$ cat config.mk
export PLATFORM = sky130hd
export DESIGN_NAME = nec_ir_symbol_generator_flat
export DESIGN_NICKNAME = d
export VERILOG_FILES = /design/src/design/nirsg_pkg.sv /design/src/design/nirsg_ifs.sv /design/src/design/nec_ir_symbol_generator.sv /design/src/flat_wrapper.sv
export VERILOG_INCLUDE_DIRS = /design/src /design/src/design
export SDC_FILE = /design/constraint.sdc
export NUM_CORES = 1
export LEC_CHECK = 0
export BUFFER_PORTS_ARGS = -buffer_cell sky130_fd_sc_hd__buf_4
export CAP_MARGIN = 20
export CORE_ASPECT_RATIO = 0.5
export CORE_MARGIN = 3
export CORE_UTILIZATION = 40
export CTS_BUF_LIST = sky130_fd_sc_hd__clkbuf_8
export CTS_CLUSTER_DIAMETER = 150
export DETAILED_ROUTE_END_ITERATION = 10
export PLACE_DENSITY = 0.73
export SYNTH_ARGS = -nofsm -noshare
export SYNTH_HDL_FRONTEND = slang
export SYNTH_SLANG_ARGS = --single-unit
$ cat constraint.sdc
create_clock -name clk -period 3.6 [get_ports clk]
set_input_delay 0.54 -clock clk [delete_from_list [all_inputs] [get_ports clk]]
set_output_delay 0.54 -clock clk [all_outputs]
set_load 0.02 [all_outputs]
$ cat src/design/nec_ir_symbol_generator_macros.svh
// Assertion macros used by the symbol generator design file.
`ifndef NEC_IR_SYMBOL_GENERATOR_MACROS_SVH
`define NEC_IR_SYMBOL_GENERATOR_MACROS_SVH

`ifndef SYNTHESIS
`define NIRSG_ASSERT_IMPLY(label, clk, rst_n, ante, cons) \
  label: assert property (@(posedge clk) disable iff (!rst_n) (ante) |-> (cons)) \
    else $error("assertion failed");
`define NIRSG_ASSERT_NEXT(label, clk, rst_n, ante, cons) \
  label: assert property (@(posedge clk) disable iff (!rst_n) (ante) |=> (cons)) \
    else $error("assertion failed");
`else
`define NIRSG_ASSERT_IMPLY(label, clk, rst_n, ante, cons)
`define NIRSG_ASSERT_NEXT(label, clk, rst_n, ante, cons)
`endif

`endif

$ cat src/design/nirsg_pkg.sv
package nirsg_pkg;

  localparam int MAX_REPEATS = 5;
  localparam int REP_W       = $clog2(MAX_REPEATS + 1);

  localparam int MARK_W  = 14;
  localparam int SPACE_W = 13;

  localparam logic [MARK_W-1:0]  LEAD_MARK  = 14'd9000;
  localparam logic [SPACE_W-1:0] LEAD_SPACE = 13'd4500;
  localparam logic [MARK_W-1:0]  BIT_MARK   = 14'd560;
  localparam logic [SPACE_W-1:0] ZERO_SPACE = 13'd560;
  localparam logic [SPACE_W-1:0] ONE_SPACE  = 13'd1690;
  localparam logic [SPACE_W-1:0] RPT_SPACE  = 13'd2250;

  localparam logic [16:0] CARRIER_MIN = 17'd30000;
  localparam logic [16:0] CARRIER_MAX = 17'd60000;
  localparam logic [15:0] WAIT_MAX    = 16'd1000;
  localparam logic [7:0]  REPS_MAX    = 8'(MAX_REPEATS);

  typedef struct packed {
    logic        protocol_is_nec;
    logic [16:0] carrier_freq_hz;
    logic [15:0] wait_limit_ms;
    logic [7:0]  device_address;
    logic [7:0]  command_byte;
    logic [7:0]  repeat_frames;
  } req_t;

  typedef struct packed {
    logic [MARK_W-1:0]  mark_us;
    logic [SPACE_W-1:0] space_us;
    logic               in_repeat;
    logic               rejected;
    logic               last_symbol;
  } sym_t;

  // Microprogram addresses.
  localparam logic [2:0] STEP_LEADER   = 3'd0;
  localparam logic [2:0] STEP_DATA     = 3'd1;
  localparam logic [2:0] STEP_STOP     = 3'd2;
  localparam logic [2:0] STEP_RPT_LEAD = 3'd3;
  localparam logic [2:0] STEP_RPT_STOP = 3'd4;
  localparam logic [2:0] STEP_REJECT   = 3'd5;

  // Mark selects.
  localparam logic [1:0] MK_NONE = 2'd0;
  localparam logic [1:0] MK_LEAD = 2'd1;
  localparam logic [1:0] MK_BIT  = 2'd2;

  // Space selects.
  localparam logic [1:0] SP_NONE = 2'd0;
  localparam logic [1:0] SP_LEAD = 2'd1;
  localparam logic [1:0] SP_RPT  = 2'd2;
  localparam logic [1:0] SP_DATA = 2'd3;

  // Sequencing conditions.
  localparam logic [2:0] COND_NEXT      = 3'd0;
  localparam logic [2:0] COND_BITS      = 3'd1;
  localparam logic [2:0] COND_END_NOREP = 3'd2;
  localparam logic [2:0] COND_LOOP_REP  = 3'd3;
  localparam logic [2:0] COND_END       = 3'd4;

  typedef struct packed {
    logic [1:0] mark_sel;
    logic [1:0] space_sel;
    logic       rpt;
    logic       rej;
    logic [2:0] cond;
    logic [2:0] target;
  } ucode_t;

  function automatic ucode_t ucode_rom(input logic [2:0] step);
    ucode_t uw;
    uw = '{MK_NONE, SP_NONE, 1'b0, 1'b0, COND_END, STEP_LEADER};
    unique case (step)
      STEP_LEADER:   uw = '{MK_LEAD, SP_LEAD, 1'b0, 1'b0, COND_NEXT,      STEP_DATA};
      STEP_DATA:     uw = '{MK_BIT,  SP_DATA, 1'b0, 1'b0, COND_BITS,      STEP_DATA};
      STEP_STOP:     uw = '{MK_BIT,  SP_NONE, 1'b0, 1'b0, COND_END_NOREP, STEP_RPT_LEAD};
      STEP_RPT_LEAD: uw = '{MK_LEAD, SP_RPT,  1'b1, 1'b0, COND_NEXT,      STEP_RPT_STOP};
      STEP_RPT_STOP: uw = '{MK_BIT,  SP_NONE, 1'b1, 1'b0, COND_LOOP_REP,  STEP_RPT_LEAD};
      STEP_REJECT:   uw = '{MK_NONE, SP_NONE, 1'b0, 1'b1, COND_END,       STEP_LEADER};
      default:       uw = '{MK_NONE, SP_NONE, 1'b0, 1'b1, COND_END,       STEP_LEADER};
    endcase
    return uw;
  endfunction

endpackage

$ cat src/design/nirsg_ifs.sv
interface nirsg_req_if;
  logic              valid;
  logic              ready;
  nirsg_pkg::req_t   data;

  modport source (output valid, output data, input ready);
  modport sink   (input valid, input data, output ready);
endinterface

interface nirsg_sym_if;
  logic              valid;
  logic              ready;
  nirsg_pkg::sym_t   data;

  modport source (output valid, output data, input ready);
  modport sink   (input valid, input data, output ready);
endinterface

$ cat src/design/nec_ir_symbol_generator.sv
// NEC infrared symbol generator. Each request is checked first; a bad request yields one
// rejected item, a good one yields the leader, 32 data bits (address, inverted address,
// command, inverted command, LSB first), a stop symbol and two symbols per repeat frame,
// all as mark/space durations in microseconds, the final one flagged last_symbol. A small
// microprogram with a step counter emits one symbol per clock into the output register
// while the output side keeps up, so a good request yields 34 + 2 * repeat_frames symbols
// (34 to 44) and a rejected one yields one. The next request is taken as soon as
// the last symbol has entered the output register.
`include "nec_ir_symbol_generator_macros.svh"

module nec_ir_symbol_generator (
  input  logic               clk,
  input  logic               rst_n,
  nirsg_req_if.sink          in_req,
  nirsg_sym_if.source        out_sym
);

  logic                          busy_r, busy_nxt;
  logic [2:0]                    pc_r, pc_nxt;
  logic [4:0]                    bit_cnt_r, bit_cnt_nxt;
  logic [31:0]                   word_r, word_nxt;
  logic [nirsg_pkg::REP_W-1:0]   rep_r, rep_nxt;
  logic                          out_valid_r, out_valid_nxt;
  nirsg_pkg::sym_t               out_data_r, out_data_nxt;

  nirsg_pkg::ucode_t             uw;
  logic                          in_fire;
  logic                          step_go;
  logic                          req_ok;
  logic                          last;
  nirsg_pkg::req_t               req;

  assign req     = in_req.data;
  assign in_fire = in_req.valid && in_req.ready;
  assign step_go = busy_r && (!out_valid_r || out_sym.ready);
  assign uw      = nirsg_pkg::ucode_rom(pc_r);

  assign req_ok = req.protocol_is_nec
               && (req.carrier_freq_hz >= nirsg_pkg::CARRIER_MIN)
               && (req.carrier_freq_hz <= nirsg_pkg::CARRIER_MAX)
               && (req.repeat_frames <= nirsg_pkg::REPS_MAX)
               && (req.wait_limit_ms != 16'd0)
               && (req.wait_limit_ms <= nirsg_pkg::WAIT_MAX);

  always_comb begin
    busy_nxt      = busy_r;
    pc_nxt        = pc_r;
    bit_cnt_nxt   = bit_cnt_r;
    word_nxt      = word_r;
    rep_nxt       = rep_r;
    out_valid_nxt = out_valid_r;
    out_data_nxt  = out_data_r;
    last          = 1'b0;

    if (in_fire) begin
      busy_nxt    = 1'b1;
      pc_nxt      = req_ok ? nirsg_pkg::STEP_LEADER : nirsg_pkg::STEP_REJECT;
      bit_cnt_nxt = '0;
      word_nxt    = {~req.command_byte, req.command_byte,
                     ~req.device_address, req.device_address};
      rep_nxt     = req.repeat_frames[nirsg_pkg::REP_W-1:0];
    end else if (step_go) begin
      unique case (uw.cond)
        nirsg_pkg::COND_NEXT: begin
          pc_nxt = pc_r + 3'd1;
        end
        nirsg_pkg::COND_BITS: begin
          bit_cnt_nxt = bit_cnt_r + 5'd1;
          word_nxt    = {1'b0, word_r[31:1]};
          if (bit_cnt_r == 5'd31) begin
            pc_nxt = pc_r + 3'd1;
          end
        end
        nirsg_pkg::COND_END_NOREP: begin
          if (rep_r == '0) begin
            last     = 1'b1;
            busy_nxt = 1'b0;
          end else begin
            pc_nxt = uw.target;
          end
        end
        nirsg_pkg::COND_LOOP_REP: begin
          rep_nxt = rep_r - nirsg_pkg::REP_W'(1);
          if (rep_r == nirsg_pkg::REP_W'(1)) begin
            last     = 1'b1;
            busy_nxt = 1'b0;
          end else begin
            pc_nxt = uw.target;
          end
        end
        nirsg_pkg::COND_END: begin
          last     = 1'b1;
          busy_nxt = 1'b0;
        end
        default: begin
          last     = 1'b1;
          busy_nxt = 1'b0;
        end
      endcase
    end

    if (step_go) begin
      out_valid_nxt = 1'b1;
      unique case (uw.mark_sel)
        nirsg_pkg::MK_LEAD: out_data_nxt.mark_us = nirsg_pkg::LEAD_MARK;
        nirsg_pkg::MK_BIT:  out_data_nxt.mark_us = nirsg_pkg::BIT_MARK;
        default:            out_data_nxt.mark_us = '0;
      endcase
      unique case (uw.space_sel)
        nirsg_pkg::SP_LEAD: out_data_nxt.space_us = nirsg_pkg::LEAD_SPACE;
        nirsg_pkg::SP_RPT:  out_data_nxt.space_us = nirsg_pkg::RPT_SPACE;
        nirsg_pkg::SP_DATA: out_data_nxt.space_us =
                              word_r[0] ? nirsg_pkg::ONE_SPACE : nirsg_pkg::ZERO_SPACE;
        default:            out_data_nxt.space_us = '0;
      endcase
      out_data_nxt.in_repeat   = uw.rpt;
      out_data_nxt.rejected    = uw.rej;
      out_data_nxt.last_symbol = last;
    end else if (out_sym.ready) begin
      out_valid_nxt = 1'b0;
    end
  end

  always_ff @(posedge clk) begin
    if (!rst_n) begin
      busy_r      <= 1'b0;
      pc_r        <= nirsg_pkg::STEP_LEADER;
      bit_cnt_r   <= '0;
      out_valid_r <= 1'b0;
    end else begin
      busy_r      <= busy_nxt;
      pc_r        <= pc_nxt;
      bit_cnt_r   <= bit_cnt_nxt;
      out_valid_r <= out_valid_nxt;
    end
  end

  always_ff @(posedge clk) begin
    word_r     <= word_nxt;
    rep_r      <= rep_nxt;
    out_data_r <= out_data_nxt;
  end

  assign in_req.ready  = !busy_r;
  assign out_sym.valid = out_valid_r;
  assign out_sym.data  = out_data_r;

  `NIRSG_ASSERT_NEXT(a_accept_starts, clk, rst_n, in_fire, busy_r)
  `NIRSG_ASSERT_IMPLY(a_bits_in_data, clk, rst_n, bit_cnt_r != 5'd0,
                      pc_r == nirsg_pkg::STEP_DATA)
  `NIRSG_ASSERT_IMPLY(a_reject_last, clk, rst_n, out_valid_r && out_data_r.rejected,
                      out_data_r.last_symbol && (out_data_r.mark_us == '0))
  `NIRSG_ASSERT_IMPLY(a_repeat_marks, clk, rst_n, out_valid_r && out_data_r.in_repeat,
                      !out_data_r.rejected && (out_data_r.mark_us == nirsg_pkg::LEAD_MARK
                      || out_data_r.mark_us == nirsg_pkg::BIT_MARK))

endmodule
$ cat src/flat_wrapper.sv
// flat-port wrapper written by rule: the top's interface ports become plain ports
module nec_ir_symbol_generator_flat 
  (clk, rst_n, in_req_valid, in_req_data, in_req_ready, out_sym_valid, out_sym_data, out_sym_ready);
  nirsg_req_if in_req_i ();
  nirsg_sym_if out_sym_i ();
  input  logic clk;
  input  logic rst_n;
  input wire logic [$bits(in_req_i.valid)-1:0] in_req_valid;
  input wire logic [$bits(in_req_i.data)-1:0] in_req_data;
  output wire logic [$bits(in_req_i.ready)-1:0] in_req_ready;
  output wire logic [$bits(out_sym_i.valid)-1:0] out_sym_valid;
  output wire logic [$bits(out_sym_i.data)-1:0] out_sym_data;
  input wire logic [$bits(out_sym_i.ready)-1:0] out_sym_ready;
  assign in_req_i.valid = in_req_valid;
  assign in_req_i.data = in_req_data;
  assign in_req_ready = in_req_i.ready;
  assign out_sym_valid = out_sym_i.valid;
  assign out_sym_data = out_sym_i.data;
  assign out_sym_i.ready = out_sym_ready;
  nec_ir_symbol_generator u_core (.clk(clk), .rst_n(rst_n), .in_req(in_req_i), .out_sym(out_sym_i));
endmodule
# After elaboration in Yosys (flattened, before gate mapping)
# Index checks and enable logic that the tools add are counted.
[op_classes]
addsub = 3
multipliers = 0
n_div = 0
magnitude_cmp = 4
eq_ne = 20
shifts = 0
n_mux = 27
bitwise_logic = 3
reduce_logical = 26
[ops]
columns = ["operator", "n"]
rows = [
  ["$mux W32", 3],
  ["$pmux W12 S5", 1],
  ["$pmux W13 S3", 1],
  ["$pmux W14 S2", 1],
  ["$mux W3", 9],
  ["$ge A17 B15 Y1 const B", 1],
  ["$le A17 B16 Y1 const B", 1],
  ["$le A16 B10 Y1 const B", 1],
  ["$not A8 Y8", 2],
  ["$reduce_bool A16 Y1", 1],
  ["$eq A3 B2 Y1 const B", 4],
  ["$pmux W3 S4", 1],
  ["$mux W11", 1],
  ["$eq A3 B1 Y1 const B", 3],
  ["$logic_not A3 Y1", 3],
  ["$ne A3 B1 Y1 const B", 3],
  ["$le A8 B3 Y1 const B", 1],
  ["$mux W1", 8],
  ["$reduce_bool A2 Y1", 4],
  ["$logic_and A1 B1 Y1", 7],
  ["$eq A2 B2 Y1 const B", 3],
  ["$ne A3 B2 Y1 const B", 2],
  ["$pmux W1 S3", 2],
  ["$reduce_and A2 Y1", 3],
  ["other kinds (14)", 17],
]
[word_totals]
register_bits = 75
latch_bits = 0
mem_bits_rw = 0
romBits = 0
input_bits = 62
out_inout_bits = 32
word_cells = 94
n_memories = 0

# Logic depth before layout (Yosys ltp)
[depth]
word_depth = 8
mapped_depth = 9
mapped_depth_nobuf = 7

# Worst setup path before layout
# No wires, ideal clock.
[synth_path]
path_kind = "reg2reg"
from = "register u_core.pc_r[0]"
to = "register u_core.word_r[0], enable pin"
setup_ps = 388
arrival_time_ps = 1864
t_required_ps = 3212
slack_ps = 1348
path_stages_with_launch = 5
n_path_buf = 0
synth_period_minus_slack_ps = 2252
cell_sequence = "dfxtp_1 inv_1 ha_1 nor4b_4 a21o_1"
[synth_via]
elab_chain_len = 5
word_cells_on_any_way = 9
cone_classes = "5 x eq/ne; 1 x mux; 3 x reduce/logical"
[synth_lines]
columns = ["element", "line_no", "rtl"]
rows = [
  ["start: declaration", "nec_ir_symbol_generator.sv:19", "logic [2:0] pc_r, pc_nxt;"],
  ["start signal: assignment", "nec_ir_symbol_generator.sv:127", "pc_r <= nirsg_pkg::STEP_LEADER;"],
  ["start signal: assignment", "nec_ir_symbol_generator.sv:132", "pc_r <= pc_nxt;"],
  ["$eq A3 B3 Y1 (tied with other cells)", "nirsg_pkg.sv:76", "unique case (step)"],
  ["$pmux W12 S5 *", "nirsg_pkg.sv:76", ""],
  ["$eq A3 B1 Y1 *", "nec_ir_symbol_generator.sv:63", "unique case (uw.cond)"],
  ["$reduce_bool A2 Y1 (no source line) *", "--", ""],
  ["$reduce_and A2 Y1 (no source line) *", "--", ""],
  ["end signal: assignment", "nec_ir_symbol_generator.sv:139", "word_r <= word_nxt;"],
  ["end: declaration", "nec_ir_symbol_generator.sv:21", "logic [31:0] word_r, word_nxt;"],
]
# Every way passes the cells marked *; elsewhere a longest branch is shown, timed or not.
# A chain may end at the register's enable or synchronous reset.

# Worst setup path after layout
[layout_path]
from = "register u_core.pc_r[0]"
to = "register u_core.word_r[13], enable pin"
# The elaborated chain is that of the path after synthesis.

==> flow_metrics.py <==
metrics = {
    "synth": {
        "synth_edf_count": 49,
        "yosys.area.top_type_share_pct": 48.24,
        "synthMuxAreaShare_pct": 7.916,
        "synth_seq_cells": 59,
        "synth_warnings": 0,
        "avgSynthCellArea_um2": 11.55,
        "async_reset_ff_share_pct": 0,
        "yosys.area_share.xor_xnor_pct": 1.148,
        "syn-cell-area_um2": 3050,
        "synth_top_cell_by_area": "edfxtp_1",
        "syn_inst": 264,
        "synth_compound_area_share_pct": 10.42,
        "synth_commonest_cells": "49 x edfxtp_1, 25 x nand2_1, 23 x nor2_1",
        "synthSimpleGateAreaFrac_pct": 13.49,
        "synth_top_family_by_area": "simple AND/OR/NAND/NOR gates",
        "ys.flop_type": "edfxtp_1",
        "synthAdderAreaFrac_pct": 4.922,
        "ys_seq_area_share_pct": 54.80,
        "synth_cell_types": 46,
        "synthTopCellsByArea": "edfxtp_1 48%, dfxtp_1 6.6%, mux2_2 6.3%",
        "yosysMostFrequentCell": "edfxtp_1",
    },
    "drt": {
        "drt_iter0_drc": 104,
        "final_antenna_net_count": 0,
        "vias_per_cell": 4.964,
        "drc": 0,
        "wl_per_cell_um": 13.79,
        "num_vias": 2179,
        "dr.pass1.iters": 4,
        "wirelength_mm": 6.054,
    },
    "worst_setup_path": {
        "required_ps": 3590,
        "path_cells": "ha_1, nand2b_1, nor4b_4, a21o_1, buf_4",
        "critPathLaunch": "u_core.pc_r[0]",
        "crit_type": "reg2reg",
        "slowest_stage": "nor4b_4",
        "crit_fanout": 32,
        "crit_path_end_kind": "flop",
        "crit_path_start_kind": "flop",
        "r2r-start": "u_core.pc_r[0]",
        "critPathArrivalTime_ps": 2300,
        "critPathMaxStageDelay_ps": 460,
    },
    "floorplanning": {
        "die_area_um2": 8774,
        "start_util_pct": 43.32,
        "rows": 21,
        "core_area_um2": 7042,
        "fp.dieH_um": 67.75,
        "io-pin-count": 94,
        "fp.dieW_um": 129.5,
    },
    "cts": {
        "cts_tree": "built",
        "postCtsSetupRepairBufs": 0,
        "clk_path_buf_depth": 2,
        "cts.sinks": 59,
        "clock_latency_ps": 330,
        "cts_buffers": 9,
        "h-tree-depth": 3,
        "clockRootBuffer": "clkbuf_8",
        "cts_resized": 0,
        "holdBufCountCts": 0,
        "clk_pin_slew_ps": 60,
    },
    "timing": {
        "fmax_mhz": 432.3,
        "fin_crit_ps": 2313,
        "max_slew.worst_pin.slew_ps": 572.1,
        "setup_violations": 0,
        "fin_skew_ps": 9.175,
        "slew_headroom_pct": 61.84,
        "rsz0062_at_grt": "false",
        "finalHoldViolations": 0,
        "tns_ps": 0,
        "drv_slew": 0,
        "fin_crit_sh_pct": 64.26,
    },
    "final_layout": {
        "nets": 416,
        "diodes": 0,
        "fillers": 602,
        "area_delta_synth_final_pct": 26.95,
        "stdcell_area_um2": 3872,
        "drive_above_1_share_pct": 35.73,
    },
    "min_path": {
        "hold_path.class": "in2reg",
        "min_from": "in_req_data[15]",
    },
    "global_routing": {
        "grt_usage_pct": 14.38,
        "grt_max_degree": 60,
        "grt_pass1_vias": 2170,
        "gr-usage-met2_pct": 23.07,
        "gr-usage-met1_pct": 17.78,
        "busiest_layer": "met2",
        "grt_overflow": 0,
        "use_met3_pct": 4.818,
        "grt_pass1_wl_mm": 9.694,
        "antenna_found_initial": 0,
    },
    "pwr": {
        "leakagePower_nw": 1.616,
        "power_density_nw_per_um2": 494.2,
        "ir_worst_vdd_mv": 0.2457,
        "power_mw": 1.914,
    },
    "run": {
        "maxCapViolCount": 0,
    },
    "outcome": {
        "status": "complete, no violations",
    },
    "placed_design": {
        "globalplace.congestion": 0.8585,
        "numPortBuffers": 84,
        "place_hpwl_mm": 4.593,
        "placed_cell_area_um2": 3664,
    },
}
-- layout make-up --
| type | instances | area, um^2 | share of cell area (%) |
|---|---|---|---|
| Clock inverter | 7 | 85.08 | 2.197 |
| Clock buffer | 9 | 123.9 | 3.199 |
| Multi-Input combinational cell | 174 | 1190 | 30.73 |
| Tap cell | 92 | 115.1 | 2.973 |
| Sequential cell | 59 | 1672 | 43.17 |
| Inverter | 13 | 48.80 | 1.260 |
| Timing Repair Buffer | 85 | 638.1 | 16.48 |
-- cell families after synthesis --
logic type	count (synthesis)
compound gates	48
xor+xnor	4
fa+ha+maj	12
buf+inv	39
flops	59
mux	22
other cells	1
simple gates	79
-- state kept, by name (all words and copies together), names as in the netlist --
register              flops
u_core.busy_r             1
u_core.rep_r              3
u_core.word_r            32
u_core.out_sym.valid      1
u_core.bit_cnt_r          5
u_core.out_sym.data      14
u_core.pc_r               3
-- through the flow --
stage               util, %  cells  worst slack (ps)  hold slack (ps)
floorplan                 -    272              1348            467.1
global placement      52.03    423              1384            492.9
detailed placement    52.03    423              1271            503.8
CTS                   54.99    439              1271            483.4
global route          54.99    439              1118            479.7
finish                54.99    439              1287            503.0
-- cells in the final DEF (no fill, tap or decap), drive strengths merged, types with 5 or more instances in the layout --
cell type  Yosys  routed
dfxtp         10      10
nand2         25      25
o21ai         19      19
buf           21      85
edfxtp        49      49
nor4           6       6
ha            12      12
a21oi         11      11
mux2i          5       5
nor2          24      24
mux2          17      17
inv           13      15
clkbuf         5       9
conb           1       9
nor3           6       6
-- metal layers --
layer / vias up / share of wire, %
li1: 1091 / -
met1: 1003 / 46
met2: 69 / 46
met3: 16 / 5.4
met4: 0 / 2.3
met5: - / 0
-- path summary, 6_finish.rpt --
path / to / slack [ps] / depth (start not counted)
min: u_core.word_r[31] / 500 / 2
max: u_core.word_r[13] / 1290 / 5
max reg2reg: u_core.word_r[13] / 1290 / 5
min reg2reg: u_core.bit_cnt_r[3] / 530 / 2
-- critical path: cells and delay by family, from the launching register on --
| family | cells | cell delay (ps) |
|---|---|---|
| adders and majority gates | 1 | 420 |
| buffers and inverters | 1 | 370 |
| AOI/OAI and AO/OA | 1 | 130 |
| DFF | 1 | 390 |
| and+or+nand+nor | 2 | 650 |
-- power breakdown --
group | internal [mW] | total [mW] | switching, mW
Sequential | 0.850 | 0.884 | 0.0345
Combinational | 0.177 | 0.398 | 0.221
Clock | 0.382 | 0.632 | 0.250
Total | 1.41 | 1.91 | 0.505
Power figures use the tool's default switching activity.
